[src/sv/cmm_pkg.sv]
// ----------------------------------------------------------------------------
// cmm_pkg: shared types and constants of the CAN mailbox manager
// Transfer payloads, operation and register codes, status bit masks and the
// controller state type.
// ----------------------------------------------------------------------------
package cmm_pkg;

    // Object index width and the "no object" code
    localparam int          IDX_W     = 4;
    localparam int          MAP_W     = 15;
    localparam logic [3:0]  NO_OBJECT = 4'd15;

    // Event status bits
    localparam logic [6:0]  ST_ERR_MASK = 7'h17;   // ack, form, crc, bit error
    localparam logic [6:0]  ST_RX_OK    = 7'h20;
    localparam logic [6:0]  ST_TX_OK    = 7'h40;

    // Global interrupt enable bits
    localparam logic [7:0]  GIE_ALL = 8'h80;
    localparam logic [7:0]  GIE_ERR = 8'h08;
    localparam logic [7:0]  GIE_RX  = 8'h20;
    localparam logic [7:0]  GIE_TX  = 8'h10;

    // Configuration register reset values
    localparam logic [3:0]  TX_FIRST_RST = 4'd0;
    localparam logic [3:0]  TX_LAST_RST  = 4'd7;
    localparam logic [3:0]  RX_FIRST_RST = 4'd8;
    localparam logic [3:0]  RX_LAST_RST  = 4'd14;
    localparam logic [14:0] IRQ_MASK_RST = 15'h7fff;
    localparam logic [7:0]  GIE_RST      = 8'h80;

    typedef enum logic [1:0] {
        OP_ALLOC   = 2'd0,
        OP_EVENT   = 2'd1,
        OP_READ_RX = 2'd2,
        OP_ARM_RX  = 2'd3
    } op_mode_t;

    typedef enum logic [1:0] {
        OBJ_DISABLED = 2'd0,
        OBJ_TRANSMIT = 2'd1,
        OBJ_RECEIVE  = 2'd2,
        OBJ_FRAME_RX = 2'd3
    } obj_mode_t;

    typedef enum logic [2:0] {
        CFG_TX_FIRST = 3'd0,
        CFG_TX_LAST  = 3'd1,
        CFG_RX_FIRST = 3'd2,
        CFG_RX_LAST  = 3'd3,
        CFG_IRQ_MASK = 3'd4,
        CFG_GIE      = 3'd5
    } cfg_idx_t;

    typedef enum logic [0:0] {
        CTL_IDLE = 1'b0,
        CTL_EXEC = 1'b1
    } ctl_state_t;

    typedef struct packed {
        logic [1:0] mode;
        logic [3:0] object_index;
        logic [6:0] event_status;
        logic [3:0] arm_count;
    } in_item_t;

    typedef struct packed {
        logic [3:0]  result_object;
        logic        success;
        logic [14:0] rx_full_map;
        logic        all_rx_full;
        logic [3:0]  tx_error_object;
    } out_item_t;

    // Controller to datapath commands
    typedef struct packed {
        logic load_in;   // capture the input transfer
        logic exec;      // evaluate, commit state and load the result register
    } cmm_cmd_t;

    // Number of set bits in a 15-bit map: five groups of three, then summed
    function automatic logic [3:0] count15(input logic [14:0] v);
        logic [3:0] sum;
        logic [3:0] grp;
        sum = 4'd0;
        for (int g = 0; g < 5; g++)
        begin
            grp = 4'(v[3*g]) + 4'(v[3*g+1]) + 4'(v[3*g+2]);
            sum = sum + grp;
        end
        return sum;
    endfunction

endpackage

[src/sv/cmm_ctrl.sv]
// ----------------------------------------------------------------------------
// cmm_ctrl: sequencing controller of the CAN mailbox manager
// Captures one input transfer, runs the evaluate-and-commit cycle once the
// result register is free, and keeps the output valid flag.
// ----------------------------------------------------------------------------
module cmm_ctrl
    import cmm_pkg::*;
(
    input  logic     clk,
    input  logic     rst_n,
    input  logic     in_valid,
    output logic     in_ready,
    output logic     out_valid,
    input  logic     out_ready,
    output cmm_cmd_t cmd
);

    ctl_state_t state_reg, state_next;
    logic       out_valid_reg, out_valid_next;

    // State and output flag registers
    always_ff @(posedge clk or negedge rst_n)
    begin
        if (!rst_n)
        begin
            state_reg     <= CTL_IDLE;
            out_valid_reg <= 1'b0;
        end
        else
        begin
            state_reg     <= state_next;
            out_valid_reg <= out_valid_next;
        end
    end

    // Next state and commands
    always_comb
    begin
        state_next  = state_reg;
        in_ready    = 1'b0;
        cmd.load_in = 1'b0;
        cmd.exec    = 1'b0;
        unique case (state_reg)
            CTL_IDLE:
            begin
                in_ready = 1'b1;
                if (in_valid)
                begin
                    cmd.load_in = 1'b1;
                    state_next  = CTL_EXEC;
                end
            end
            CTL_EXEC:
            begin
                // commit only when the result register is empty or draining
                if (!out_valid_reg || out_ready)
                begin
                    cmd.exec   = 1'b1;
                    state_next = CTL_IDLE;
                end
            end
            default:
            begin
                state_next = CTL_IDLE;
            end
        endcase
    end

    // Result flag: set by a commit, cleared by a taken transfer
    always_comb
    begin
        priority if (cmd.exec)
            out_valid_next = 1'b1;
        else if (out_ready)
            out_valid_next = 1'b0;
        else
            out_valid_next = out_valid_reg;
    end

    assign out_valid = out_valid_reg;

`ifndef SYNTH
    // a commit always leaves a result on offer
    a_exec_gives_result: assert property (@(posedge clk) disable iff (!rst_n)
        cmd.exec |=> out_valid_reg)
        else $error("commit did not raise out_valid");

    // only one item in work at a time
    a_one_in_flight: assert property (@(posedge clk) disable iff (!rst_n)
        (in_valid && in_ready) |=> (!in_ready && state_reg == CTL_EXEC))
        else $error("second item taken while one is in work");
`endif

endmodule

[src/sv/cmm_datapath.sv]
// ----------------------------------------------------------------------------
// cmm_datapath: object state and operation logic of the CAN mailbox manager
// Holds configuration, object modes, the receive-full map and flags, and
// evaluates one operation over all objects in the commit cycle.
// ----------------------------------------------------------------------------
module cmm_datapath
    import cmm_pkg::*;
#(
    parameter int OBJECT_COUNT = 15
)
(
    input  logic        clk,
    input  logic        rst_n,
    input  logic        cfg_we,
    input  logic [2:0]  cfg_index,
    input  logic [14:0] cfg_data,
    input  in_item_t    in_data,
    input  cmm_cmd_t    cmd,
    output out_item_t   out_data
);

    localparam logic [IDX_W-1:0]        LAST_IDX = IDX_W'(OBJECT_COUNT - 1);
    localparam logic [OBJECT_COUNT-1:0] ALL_OBJ  = {OBJECT_COUNT{1'b1}};

    // Configuration registers
    logic [3:0]  tx_first_reg, tx_last_reg, rx_first_reg, rx_last_reg;
    logic [14:0] irq_mask_reg;
    logic [7:0]  gie_reg;

    // Object state
    obj_mode_t               mode_reg [OBJECT_COUNT];
    obj_mode_t               mode_next [OBJECT_COUNT];
    logic [OBJECT_COUNT-1:0] rx_full_reg, rx_full_next;
    logic                    buf_full_reg, buf_full_next;
    logic [IDX_W-1:0]        tx_err_reg, tx_err_next;

    // Captured input and result register
    in_item_t  in_reg;
    out_item_t out_reg, out_next;

    // Configuration writes
    always_ff @(posedge clk or negedge rst_n)
    begin
        if (!rst_n)
        begin
            tx_first_reg <= TX_FIRST_RST;
            tx_last_reg  <= TX_LAST_RST;
            rx_first_reg <= RX_FIRST_RST;
            rx_last_reg  <= RX_LAST_RST;
            irq_mask_reg <= IRQ_MASK_RST;
            gie_reg      <= GIE_RST;
        end
        else if (cfg_we)
        begin
            unique case (cfg_idx_t'(cfg_index))
                CFG_TX_FIRST: tx_first_reg <= cfg_data[3:0];
                CFG_TX_LAST:  tx_last_reg  <= cfg_data[3:0];
                CFG_RX_FIRST: rx_first_reg <= cfg_data[3:0];
                CFG_RX_LAST:  rx_last_reg  <= cfg_data[3:0];
                CFG_IRQ_MASK: irq_mask_reg <= cfg_data;
                CFG_GIE:      gie_reg      <= cfg_data[7:0];
                default:      ;
            endcase
        end
    end

    // Input capture and result register (payload, no reset)
    always_ff @(posedge clk)
    begin
        if (cmd.load_in)
            in_reg <= in_data;
        if (cmd.exec)
            out_reg <= out_next;
    end

    // Object state registers
    always_ff @(posedge clk or negedge rst_n)
    begin
        if (!rst_n)
        begin
            for (int i = 0; i < OBJECT_COUNT; i++)
                mode_reg[i] <= OBJ_DISABLED;
            rx_full_reg  <= '0;
            buf_full_reg <= 1'b0;
            tx_err_reg   <= NO_OBJECT;
        end
        else if (cmd.exec)
        begin
            for (int i = 0; i < OBJECT_COUNT; i++)
                mode_reg[i] <= mode_next[i];
            rx_full_reg  <= rx_full_next;
            buf_full_reg <= buf_full_next;
            tx_err_reg   <= tx_err_next;
        end
    end

    // Evaluation signals
    logic [IDX_W-1:0]        tf, tl, rf, rl;
    logic [OBJECT_COUNT-1:0] tx_range, rx_range, free_map;
    logic [OBJECT_COUNT-1:0] alloc_cand, read_cand, arm_free, arm_sel;
    logic [OBJECT_COUNT-1:0] pick_cand, pick_hot, obj_hot;
    logic [OBJECT_COUNT-1:0] set_tx, set_rx, clr_obj;
    logic [IDX_W-1:0]        pick_idx, arm_total, prefix;
    logic                    ev_hit, ev_in_tx, all_en, err_en, rx_en, tx_en;
    logic [IDX_W-1:0]        obj;
    logic [6:0]              st;

    // Range masks, free map and candidate maps
    always_comb
    begin
        tf = (tx_first_reg > LAST_IDX) ? LAST_IDX : tx_first_reg;
        tl = (tx_last_reg  > LAST_IDX) ? LAST_IDX : tx_last_reg;
        rf = (rx_first_reg > LAST_IDX) ? LAST_IDX : rx_first_reg;
        rl = (rx_last_reg  > LAST_IDX) ? LAST_IDX : rx_last_reg;
        for (int i = 0; i < OBJECT_COUNT; i++)
        begin
            tx_range[i] = (IDX_W'(i) >= tf) && (IDX_W'(i) <= tl);
            rx_range[i] = (IDX_W'(i) >= rf) && (IDX_W'(i) <= rl);
            free_map[i] = (mode_reg[i] == OBJ_DISABLED);
        end
        alloc_cand = free_map & tx_range;
        read_cand  = rx_full_reg & rx_range;
        arm_free   = free_map & rx_range;
    end

    // Lowest candidate: isolate the lowest set bit, then encode it
    always_comb
    begin
        pick_cand = (op_mode_t'(in_reg.mode) == OP_ALLOC) ? alloc_cand : read_cand;
        pick_hot  = pick_cand & (~pick_cand + OBJECT_COUNT'(1));
        pick_idx  = '0;
        for (int i = 0; i < OBJECT_COUNT; i++)
            if (pick_hot[i])
                pick_idx = pick_idx | IDX_W'(i);
    end

    // Receiver arming: an object is armed if fewer than arm_count free ones lie below it
    always_comb
    begin
        arm_total = count15(MAP_W'(arm_free));
        prefix    = '0;
        for (int i = 0; i < OBJECT_COUNT; i++)
        begin
            prefix     = count15(MAP_W'(arm_free & (ALL_OBJ >> (OBJECT_COUNT - i))));
            arm_sel[i] = arm_free[i] && (prefix < in_reg.arm_count);
        end
    end

    // Operation decode and next state
    always_comb
    begin
        obj      = in_reg.object_index;
        st       = in_reg.event_status;
        obj_hot  = OBJECT_COUNT'(1) << obj;
        ev_hit   = (obj <= LAST_IDX) && irq_mask_reg[obj];
        ev_in_tx = (obj >= tf) && (obj <= tl);
        all_en   = (gie_reg & GIE_ALL) != '0;
        err_en   = all_en || ((gie_reg & GIE_ERR) != '0);
        rx_en    = all_en || ((gie_reg & GIE_RX) != '0);
        tx_en    = all_en || ((gie_reg & GIE_TX) != '0);

        set_tx        = '0;
        set_rx        = '0;
        clr_obj       = '0;
        rx_full_next  = rx_full_reg;
        buf_full_next = buf_full_reg;
        tx_err_next   = tx_err_reg;
        out_next.result_object = NO_OBJECT;
        out_next.success       = 1'b0;

        unique case (op_mode_t'(in_reg.mode))
            OP_ALLOC:
            begin
                if (|alloc_cand)
                begin
                    set_tx                 = pick_hot;
                    out_next.result_object = pick_idx;
                    out_next.success       = 1'b1;
                end
            end
            OP_EVENT:
            begin
                if (ev_hit)
                begin
                    out_next.result_object = obj;
                    out_next.success       = 1'b1;
                    // stuff errors are not recorded
                    if (err_en && ((st & ST_ERR_MASK) != '0) && ev_in_tx)
                        tx_err_next = obj;
                    if (rx_en && ((st & ST_RX_OK) != '0))
                    begin
                        rx_full_next = rx_full_reg | obj_hot;
                        clr_obj      = obj_hot;
                        if (rx_full_next == ALL_OBJ)
                            buf_full_next = 1'b1;
                    end
                    if (tx_en && ((st & ST_TX_OK) != '0))
                        clr_obj = obj_hot;
                end
            end
            OP_READ_RX:
            begin
                if (|read_cand)
                begin
                    rx_full_next           = rx_full_reg & ~pick_hot;
                    set_rx                 = pick_hot;
                    buf_full_next          = 1'b0;
                    out_next.result_object = pick_idx;
                    out_next.success       = 1'b1;
                end
            end
            OP_ARM_RX:
            begin
                if (arm_total >= in_reg.arm_count)
                begin
                    set_rx           = arm_sel;
                    out_next.success = 1'b1;
                end
            end
            default:
            begin
                out_next.success = 1'b0;
            end
        endcase

        for (int i = 0; i < OBJECT_COUNT; i++)
        begin
            priority if (clr_obj[i])
                mode_next[i] = OBJ_DISABLED;
            else if (set_rx[i])
                mode_next[i] = OBJ_RECEIVE;
            else if (set_tx[i])
                mode_next[i] = OBJ_TRANSMIT;
            else
                mode_next[i] = mode_reg[i];
        end

        out_next.rx_full_map     = MAP_W'(rx_full_next);
        out_next.all_rx_full     = buf_full_next;
        out_next.tx_error_object = tx_err_next;
    end

    assign out_data = out_reg;

`ifndef SYNTH
    // the full flag tracks a completely set receive map
    a_full_flag: assert property (@(posedge clk) disable iff (!rst_n)
        buf_full_reg == (rx_full_reg == ALL_OBJ))
        else $error("buffers-full flag out of step with receive map");

    // object state changes only in the commit cycle
    a_state_hold: assert property (@(posedge clk) disable iff (!rst_n)
        !cmd.exec |=> ($stable(rx_full_reg) && $stable(tx_err_reg)))
        else $error("object state changed outside a commit");
`endif

endmodule

[src/sv/can_mailbox_manager.sv]
// ----------------------------------------------------------------------------
// can_mailbox_manager: CAN message object mailbox manager
// Keeps the mode of each message object and the receive-full map; allocates
// transmit objects, applies status events, reads and re-arms receivers.
// ----------------------------------------------------------------------------
//  channel | signals                          | direction | handshake
//  --------+----------------------------------+-----------+------------------
//  in      | in_valid, in_ready, in_data      | in        | valid / ready
//  out     | out_valid, out_ready, out_data   | out       | valid / ready
//  cfg     | cfg_we, cfg_index, cfg_data      | in        | write enable only
//
//  Each item is first captured from the input transfer; the datapath then
//  evaluates the operation over all objects and commits it.
//  One item is in work at a time; the next is taken while the result waits.
//  A result not yet taken holds only the commit cycle of the following item.
//  Reset (rst_n, asynchronous) returns configuration to its defaults, all
//  objects to disabled, clears the receive map and sets no transmit error.
// ----------------------------------------------------------------------------
module can_mailbox_manager
    import cmm_pkg::*;
#(
    parameter int OBJECT_COUNT = 15
)
(
    input  logic        clk,
    input  logic        rst_n,
    input  logic        cfg_we,
    input  logic [2:0]  cfg_index,
    input  logic [14:0] cfg_data,
    input  logic        in_valid,
    output logic        in_ready,
    input  in_item_t    in_data,
    output logic        out_valid,
    input  logic        out_ready,
    output out_item_t   out_data
);

    cmm_cmd_t cmd;

    // Sequencing
    cmm_ctrl u_ctrl (
        .clk       (clk),
        .rst_n     (rst_n),
        .in_valid  (in_valid),
        .in_ready  (in_ready),
        .out_valid (out_valid),
        .out_ready (out_ready),
        .cmd       (cmd)
    );

    // Object state and operations
    cmm_datapath #(
        .OBJECT_COUNT (OBJECT_COUNT)
    ) u_datapath (
        .clk       (clk),
        .rst_n     (rst_n),
        .cfg_we    (cfg_we),
        .cfg_index (cfg_index),
        .cfg_data  (cfg_data),
        .in_data   (in_data),
        .cmd       (cmd),
        .out_data  (out_data)
    );

endmodule

[config.mk]
export PLATFORM = sky130hd
export DESIGN_NAME = can_mailbox_manager
export DESIGN_NICKNAME = d
export VERILOG_FILES = /design/src/sv/cmm_pkg.sv /design/src/sv/cmm_ctrl.sv /design/src/sv/cmm_datapath.sv /design/src/sv/can_mailbox_manager.sv
export SDC_FILE = /design/constraint.sdc
export NUM_CORES = 1
export LEC_CHECK = 0
export BUFFER_PORTS_ARGS = -buffer_cell sky130_fd_sc_hd__buf_2
export CAP_MARGIN = 20
export CORE_MARGIN = 2
export CORE_UTILIZATION = 45
export DETAILED_ROUTE_END_ITERATION = 10
export GPL_TIMING_DRIVEN = 1
export PLACE_DENSITY_LB_ADDON = 0.25
export SETUP_SLACK_MARGIN = 0.2
export SLEW_MARGIN = 20
export SYNTH_ARGS = -nofsm -noshare
export SYNTH_HDL_FRONTEND = slang
export SYNTH_HIERARCHICAL = 1
export SYNTH_SLANG_ARGS = --single-unit
[constraint.sdc]
create_clock -name clk -period 6.59 [get_ports clk]
set_input_delay 1.318 -clock clk [delete_from_list [all_inputs] [get_ports clk]]
set_output_delay 1.318 -clock clk [all_outputs]
set_load 0.1 [all_outputs]
---- Yosys cells after proc, flatten, opt, wreduce, memory -nomap -nowiden ----
Cells that the tools add are included.
storage, ports and cells
  bits of input ports ..................... 40
  output and inout bits ................... 27
  word-level logic and storage cells ...... 376
  register bits ........................... 133
cells by class
  order comparisons ....................... 84
  multiplexer cells ....................... 102
  bitwise logic cells ..................... 9
  shift-type cells ........................ 1
  add/sub/neg operators ................... 23
  reductions and logical operators ........ 113
  equality and inequality tests ........... 9
operator list
  kind                                                   number
  2-to-1 mux 15 bit                                      12
  2-to-1 mux 2 bit                                       47
  bitwise AND 15 bit                                     5
  case mux 15 bit (2 select lines)                       2
  >= comparator 4 bit (first input constant)             14
  <= comparator 4 bit (first input constant)             14
  2-to-1 mux 4 bit                                       14
  < comparator 4 bit                                     13
  logical AND 1 bit                                      51
  nonzero test 3 bit                                     15
  AND reduction 2 bit                                    21
  adder 4 x 1 -> 4 bit                                   9
  adder 4 bit                                            8
  >= comparator 3 x 4 -> 1 bit (first input constant)    8
  <= comparator 3 x 4 -> 1 bit (first input constant)    8
  zero test 2 bit                                        16
  NOT 15 bit                                             2
  OR reduction 15 bit                                    2
  >= comparator 1 x 4 -> 1 bit (first input constant)    4
  >= comparator 2 x 4 -> 1 bit (first input constant)    4
  greater-than comparator 4 bit (second input constant)  4
  <= comparator 1 x 4 -> 1 bit (first input constant)    4
  <= comparator 2 x 4 -> 1 bit (first input constant)    4
  adder 15 x 1 -> 15 bit (second input constant)         1
  28 further kinds                                       59

---- Longest topological paths before layout ----
  depth after elaboration ................. 25
  mapped depth ............................ 22
  gate-level depth less buffers ........... 21

---- Cells and area by module ----
The synthesis kept the hierarchy.
modules (own cells, without submodules)
  module        cells each  area each (um^2)  times used  seq. area each (um^2)
  cmm_datapath  968         9325.2            1           3392.0
  cmm_ctrl      9           101.3             1           50.0

---- Worst setup path before layout ----
OpenSTA, ideal clock, no wires.
  path kind ............................... register -> register
  start ................................... register u_datapath.rx_first_reg[1]
  end ..................................... register u_datapath/mode_reg[27] (netlist name)
  required time ........................... 6469 ps
  path buffers ............................ 2
  period minus slack after synthesis ...... 5942 ps
  arrival time ............................ 5821 ps
  setup time .............................. 121 ps
  path slack .............................. 648 ps
  cell stages (with the launch flop) ...... 20
  path through ............................ dfrtp_1 buf_2 nor4_1 nor3b_1 fa_1 ha_1 inv_1 fa_1 fa_1 xnor2_1 xor2_1 fa_1 ha_1 a21o_1 a21o_1 a21o_1 nand3_1 clkbuf_1 o22ai_1 o22a_1
between the ends
  longest elaborated chain between the ends .. 16
  elaborated cells between the ends (all ways) .. 65
  classes of those cells .................. add/sub (15); order compare (18); mux (9); bitwise (4); reduce/logical (19)
RTL lines
  item                                                                      RTL line             source
  from (decl)                                                               cmm_datapath.sv:26   logic [3:0] tx_first_reg, tx_last_reg, rx_first_reg, rx_last_reg;
  from (signal assigned)                                                    cmm_datapath.sv:58   CFG_RX_FIRST: rx_first_reg <= cfg_data[3:0];
  greater-than comparator 4 bit                                             cmm_datapath.sv:113  rf = (rx_first_reg > LAST_IDX) ? LAST_IDX : rx_first_reg;
  2-to-1 mux 4 bit *                                                        cmm_datapath.sv:113
  >= comparator 1 x 4 -> 1 bit, or another cell as far along                cmm_datapath.sv:118  rx_range[i] = (IDX_W'(i) >= rf) && (IDX_W'(i) <= rl);
  logical AND 1 bit                                                         cmm_datapath.sv:118
  bitwise AND 15 bit                                                        cmm_datapath.sv:123  arm_free = free_map & rx_range;
  adder 1 x 1 -> 2 bit                                                      cmm_pkg.sv:88        grp = 4'(v[3*g]) + 4'(v[3*g+1]) + 4'(v[3*g+2]);
  adder 4 x 1 -> 4 bit                                                      cmm_pkg.sv:88
  adder 4 bit (4 in a row)                                                  cmm_pkg.sv:89        sum = sum + grp;
  >= comparator 4 bit                                                       cmm_datapath.sv:214  if (arm_total >= in_reg.arm_count)
  2-to-1 mux 15 bit                                                         cmm_datapath.sv:214
  case mux 15 bit (2 select lines)                                          cmm_datapath.sv:171  unique case (op_mode_t'(in_reg.mode))
  nonzero test 3 bit (no line) / 2-to-1 mux 2 bit (equally long branches)   -
  AND reduction 2 bit (no line) / 2-to-1 mux 2 bit (equally long branches)  -
  to (signal, indexed assignment)                                           cmm_datapath.sv:90   mode_reg[i] <= mode_next[i];
  to (decl)                                                                 cmm_datapath.sv:31   obj_mode_t mode_reg [OBJECT_COUNT];
Mark *: on every way between the ends. The rest lies on a longest branch, timed or not.
A chain may end at the register's enable or synchronous reset.

---- Worst setup path in the final report ----
  start ................................... register u_datapath.rx_last_reg[1]
  end ..................................... register u_datapath/mode_reg[12] (netlist name)
between the ends
  longest elaborated chain between the ends .. 16
  elaborated cells between the ends (all ways) .. 66
  classes of those cells .................. add/sub (16); order compare (18); mux (9); bitwise (4); reduce/logical (19)
RTL lines
  item                                                                      RTL line             source
  from (decl)                                                               cmm_datapath.sv:26
  from (signal assigned)                                                    cmm_datapath.sv:59   CFG_RX_LAST: rx_last_reg <= cfg_data[3:0];
  greater-than comparator 4 bit                                             cmm_datapath.sv:114  rl = (rx_last_reg > LAST_IDX) ? LAST_IDX : rx_last_reg;
  2-to-1 mux 4 bit *                                                        cmm_datapath.sv:114
  <= comparator 1 x 4 -> 1 bit, or another cell as far along                cmm_datapath.sv:118
  logical AND 1 bit                                                         cmm_datapath.sv:118
  bitwise AND 15 bit                                                        cmm_datapath.sv:123
  adder 1 x 1 -> 2 bit                                                      cmm_pkg.sv:88
  adder 4 x 1 -> 4 bit                                                      cmm_pkg.sv:88
  adder 4 bit (4 in a row)                                                  cmm_pkg.sv:89
  >= comparator 4 bit                                                       cmm_datapath.sv:214
  2-to-1 mux 15 bit                                                         cmm_datapath.sv:214
  case mux 15 bit (2 select lines)                                          cmm_datapath.sv:171
  nonzero test 3 bit (no line) / 2-to-1 mux 2 bit (equally long branches)   -
  AND reduction 2 bit (no line) / 2-to-1 mux 2 bit (equally long branches)  -
Marks and branches as above.

==> results.tsv <==
metric	value	unit
clk_path_buf_depth	2	
synth_enable_flop_cells	41	
setup-violations-final	0	
min_path_cells	2	
start_util	0.463	
dieArea	22100	sq um
drt_pre_antenna_iters	6	
total_leakage_power	4.53	nW
synthesis.nets	1112	
cellPowerDensity	494	nW/um^2
number_of_synthesized_register_bits	128	
synth_async_sr_flop_share	0.680	
globalRoute.totalOverflow	0	
final_net_count	1167	
track_usage	0.256	
tightestPinTransition	1090	ps
netlist-cell-type-count	85	
holdWs	497	ps
antenna_violating_nets_post_route	0	
coreArea	20400	sq um
cts_hold_repair_buffers	0	
worstSkewPairLatency	430	ps
clock_sinks	128	
crit_path_start_kind	flop	
synthesis.area	9430	sq um
vias_per_cell	6.21	
post_synth.cell_area_avg	9.65	sq um
drtIter0Drc	953	
mostFrequentLayoutCell	sky130_fd_sc_hd__ha_1	
grt_most_used_layer	met2	
yosysWarnings	6	
detail_route.wl_per_cell	20.7	um
fp-row-count	52	
required	6910	ps
setup.worst_path.class	reg -> reg	
post-route-util	0.521	
slew-limit-headroom	0.269	
critical_path_endpoint_category	flop	
die_x	149	um
post-route-cell-area	10600	sq um
synthCells	977	
synth_ff_type	sky130_fd_sc_hd__dfrtp_1	
drive_above_1_share	0.191	
antenna_found_initial	0	
run_status	finished, final reports clean	
cts.clk_slew.worst_paths	60	ps
met2_usage	0.409	
cap_viol_max_count	0	
area_delta_synth_final	12.6	%
timing.final.crit_period	6010	ps
peakVddDrop	0.000300	V
boundaryPins	67	
synth_largest_area_cell	sky130_fd_sc_hd__dfrtp_1	
yosysTopAreaCellShare	0.159	
netlist_top_cells_area	sky130_fd_sc_hd__dfrtp_1 (16%), sky130_fd_sc_hd__edfxtp_1 (13%), sky130_fd_sc_hd__ha_1 (11%)	
crit_fanout	16	
ys_seq_area_frac	0.365	
met3_usage	0.0453	
detail_route.drc_violations	0	
n_antenna_cell	0	
finalCritPeriodShare	0.912	
pin_count_of_the_biggest_net_entering_global_routing	48	
reg2reg_slack	580	ps
ctsRootBufferMaster	sky130_fd_sc_hd__clkbuf_16	
number_of_global_route_vias_before_repair	7937	
placed_area	10000	sq um
tns	0	ps
cts_inserted_buffers	17	
finalWeightedCongestion	0.964	
finalWirelength	27200	um
grt_setup_unrepaired	false	
grt_pass1_wl	43900	um
number_of_input_and_output_port_buffers_inserted	65	
detailedPlacementHpwl	20800	um
finClkSkew	9.29	ps
worstRegToRegCells	19	
largest_register_ffs	30	
layout.cells.most_common_list	sky130_fd_sc_hd__ha_1 (84), sky130_fd_sc_hd__o21ai_0 (75), sky130_fd_sc_hd__nand2_1 (66)	
final_max_slew_viol_count	0	
dr_total_vias	8167	
worstPathArrival	6320	ps
clock_tree.htree_level_count	4	
hold_viol	0	
worst_hold_path_type	reg -> reg	
total_power	0.00524	W
cts_post_setup_buffers_inserted	0	
dieHeight	149	um
cts_tree	done	
fmax	166	MHz
global_route.usage.met1	0.350	
==> power by group <==
part           internal, W  total, W  switching (W)  leakage, nW
combinational      0.00125   0.00309        0.00184         2.77
sequential         0.00102   0.00120       0.000174         1.46
clock             0.000541  0.000948       0.000407        0.292
==> through the flow <==
| step | worst slack (ps) | std cells |
|---|---|---|
| 3_3_place_gp | 466 | 1283 |
| 4_1_cts | 393 | 1315 |
| 3_5_place_dp | 418 | 1283 |
| 5_1_grt | 287 | 1315 |
| 2_1_floorplan | 648 | 977 |
| 6_report | 581 | 1315 |
==> routing by layer <==
| layer | wire [um] | share of wire | vias up |
|---|---|---|---|
| li1 | - | - | 3794 |
| met5 | 0 | 0 | - |
| met3 | 2040 | 0.075 | 71 |
| met1 | 11800 | 0.43 | 3914 |
| met4 | 1010 | 0.037 | 0 |
| met2 | 12400 | 0.46 | 388 |
==> cell families (layout without fill, tap and decap cells) <==
| family | after synthesis | in the layout | share of synthesized area |
|---|---|---|---|
| AO/OA/AOI/OAI | 294 | 294 | 0.214 |
| XOR/XNOR | 27 | 27 | 0.0251 |
| adder cells (fa/ha/maj) | 95 | 95 | 0.135 |
| buffers and inverters | 109 | 177 | 0.0474 |
| flip-flops | 128 | 128 | 0.365 |
| multiplexers | 42 | 42 | 0.0531 |
| AND/OR/NAND/NOR | 282 | 282 | 0.161 |
==> timing repair <==
action                                  4_1_cts  5_1_grt
endpoints found under the setup margin        0       21
gates resized for setup                       0        3
hold endpoints to repair                      0        0
==> synth_stat cells, drive strengths merged, types with 11 or more instances <==
| cell type | n |
|---|---|
| nand4 | 17 |
| nor2b | 11 |
| fa | 11 |
| a21o | 14 |
| o211ai | 19 |
| nand2 | 66 |
| nand2b | 12 |
| nor2 | 57 |
| inv | 66 |
| a31oi | 13 |
| mux2 | 34 |
| buf | 17 |
| o21ai | 75 |
| a211oi | 16 |
| xnor2 | 19 |
| nand3 | 36 |
| a21boi | 12 |
| dfrtp | 60 |
| ha | 84 |
| clkbuf | 26 |
| a21oi | 34 |
| a22oi | 12 |
| nor3 | 17 |
| dfstp | 27 |
| o22ai | 23 |
| edfxtp | 41 |
==> area by class of cell <==
class,count,area [sq um]
clock inverters,15,169
multi-input cells,740,5560
flip-flops and latches,128,3440
clock buffers,17,425
repair buffers,79,433
inverters,66,248
fillers,1908,9750
well taps,270,338
==> critical path: stages, from the launching register on <==
cell	delay [ps]
sky130_fd_sc_hd__dfstp_2	460
sky130_fd_sc_hd__or4_1	580
sky130_fd_sc_hd__and3_1	240
sky130_fd_sc_hd__fa_1	610
sky130_fd_sc_hd__ha_1	200
sky130_fd_sc_hd__inv_1	60
sky130_fd_sc_hd__fa_2	630
sky130_fd_sc_hd__fa_1	490
sky130_fd_sc_hd__xnor2_1	240
sky130_fd_sc_hd__xor2_1	90
sky130_fd_sc_hd__buf_4	170
sky130_fd_sc_hd__fa_1	540
sky130_fd_sc_hd__ha_1	230
sky130_fd_sc_hd__a21o_1	160
sky130_fd_sc_hd__a21o_1	170
sky130_fd_sc_hd__a21o_1	290
sky130_fd_sc_hd__nand3_2	200
sky130_fd_sc_hd__buf_4	200
sky130_fd_sc_hd__o22ai_1	100
sky130_fd_sc_hd__a211oi_1	240
==> worst paths after layout <==
kind / from / endpoint
max: u_datapath/rx_last_reg[1]$_DFFE_PN1P_ / u_datapath/mode_reg[12]$_DFFE_PN0P_
min: u_datapath/tx_err_reg[3]$_DFFE_PN1P_ / u_datapath/tx_err_reg[3]$_DFFE_PN1P_
max reg2reg: u_datapath/rx_last_reg[1]$_DFFE_PN1P_ / u_datapath/mode_reg[12]$_DFFE_PN0P_
max in group asynchronous: rst_n / u_datapath/mode_reg[10]$_DFFE_PN0P_
min in group asynchronous: rst_n / u_datapath/gie_reg[5]$_DFFE_PN0P_
min reg2reg: u_datapath/tx_err_reg[3]$_DFFE_PN1P_ / u_datapath/tx_err_reg[3]$_DFFE_PN1P_
(Power assumes the default switching activity.)
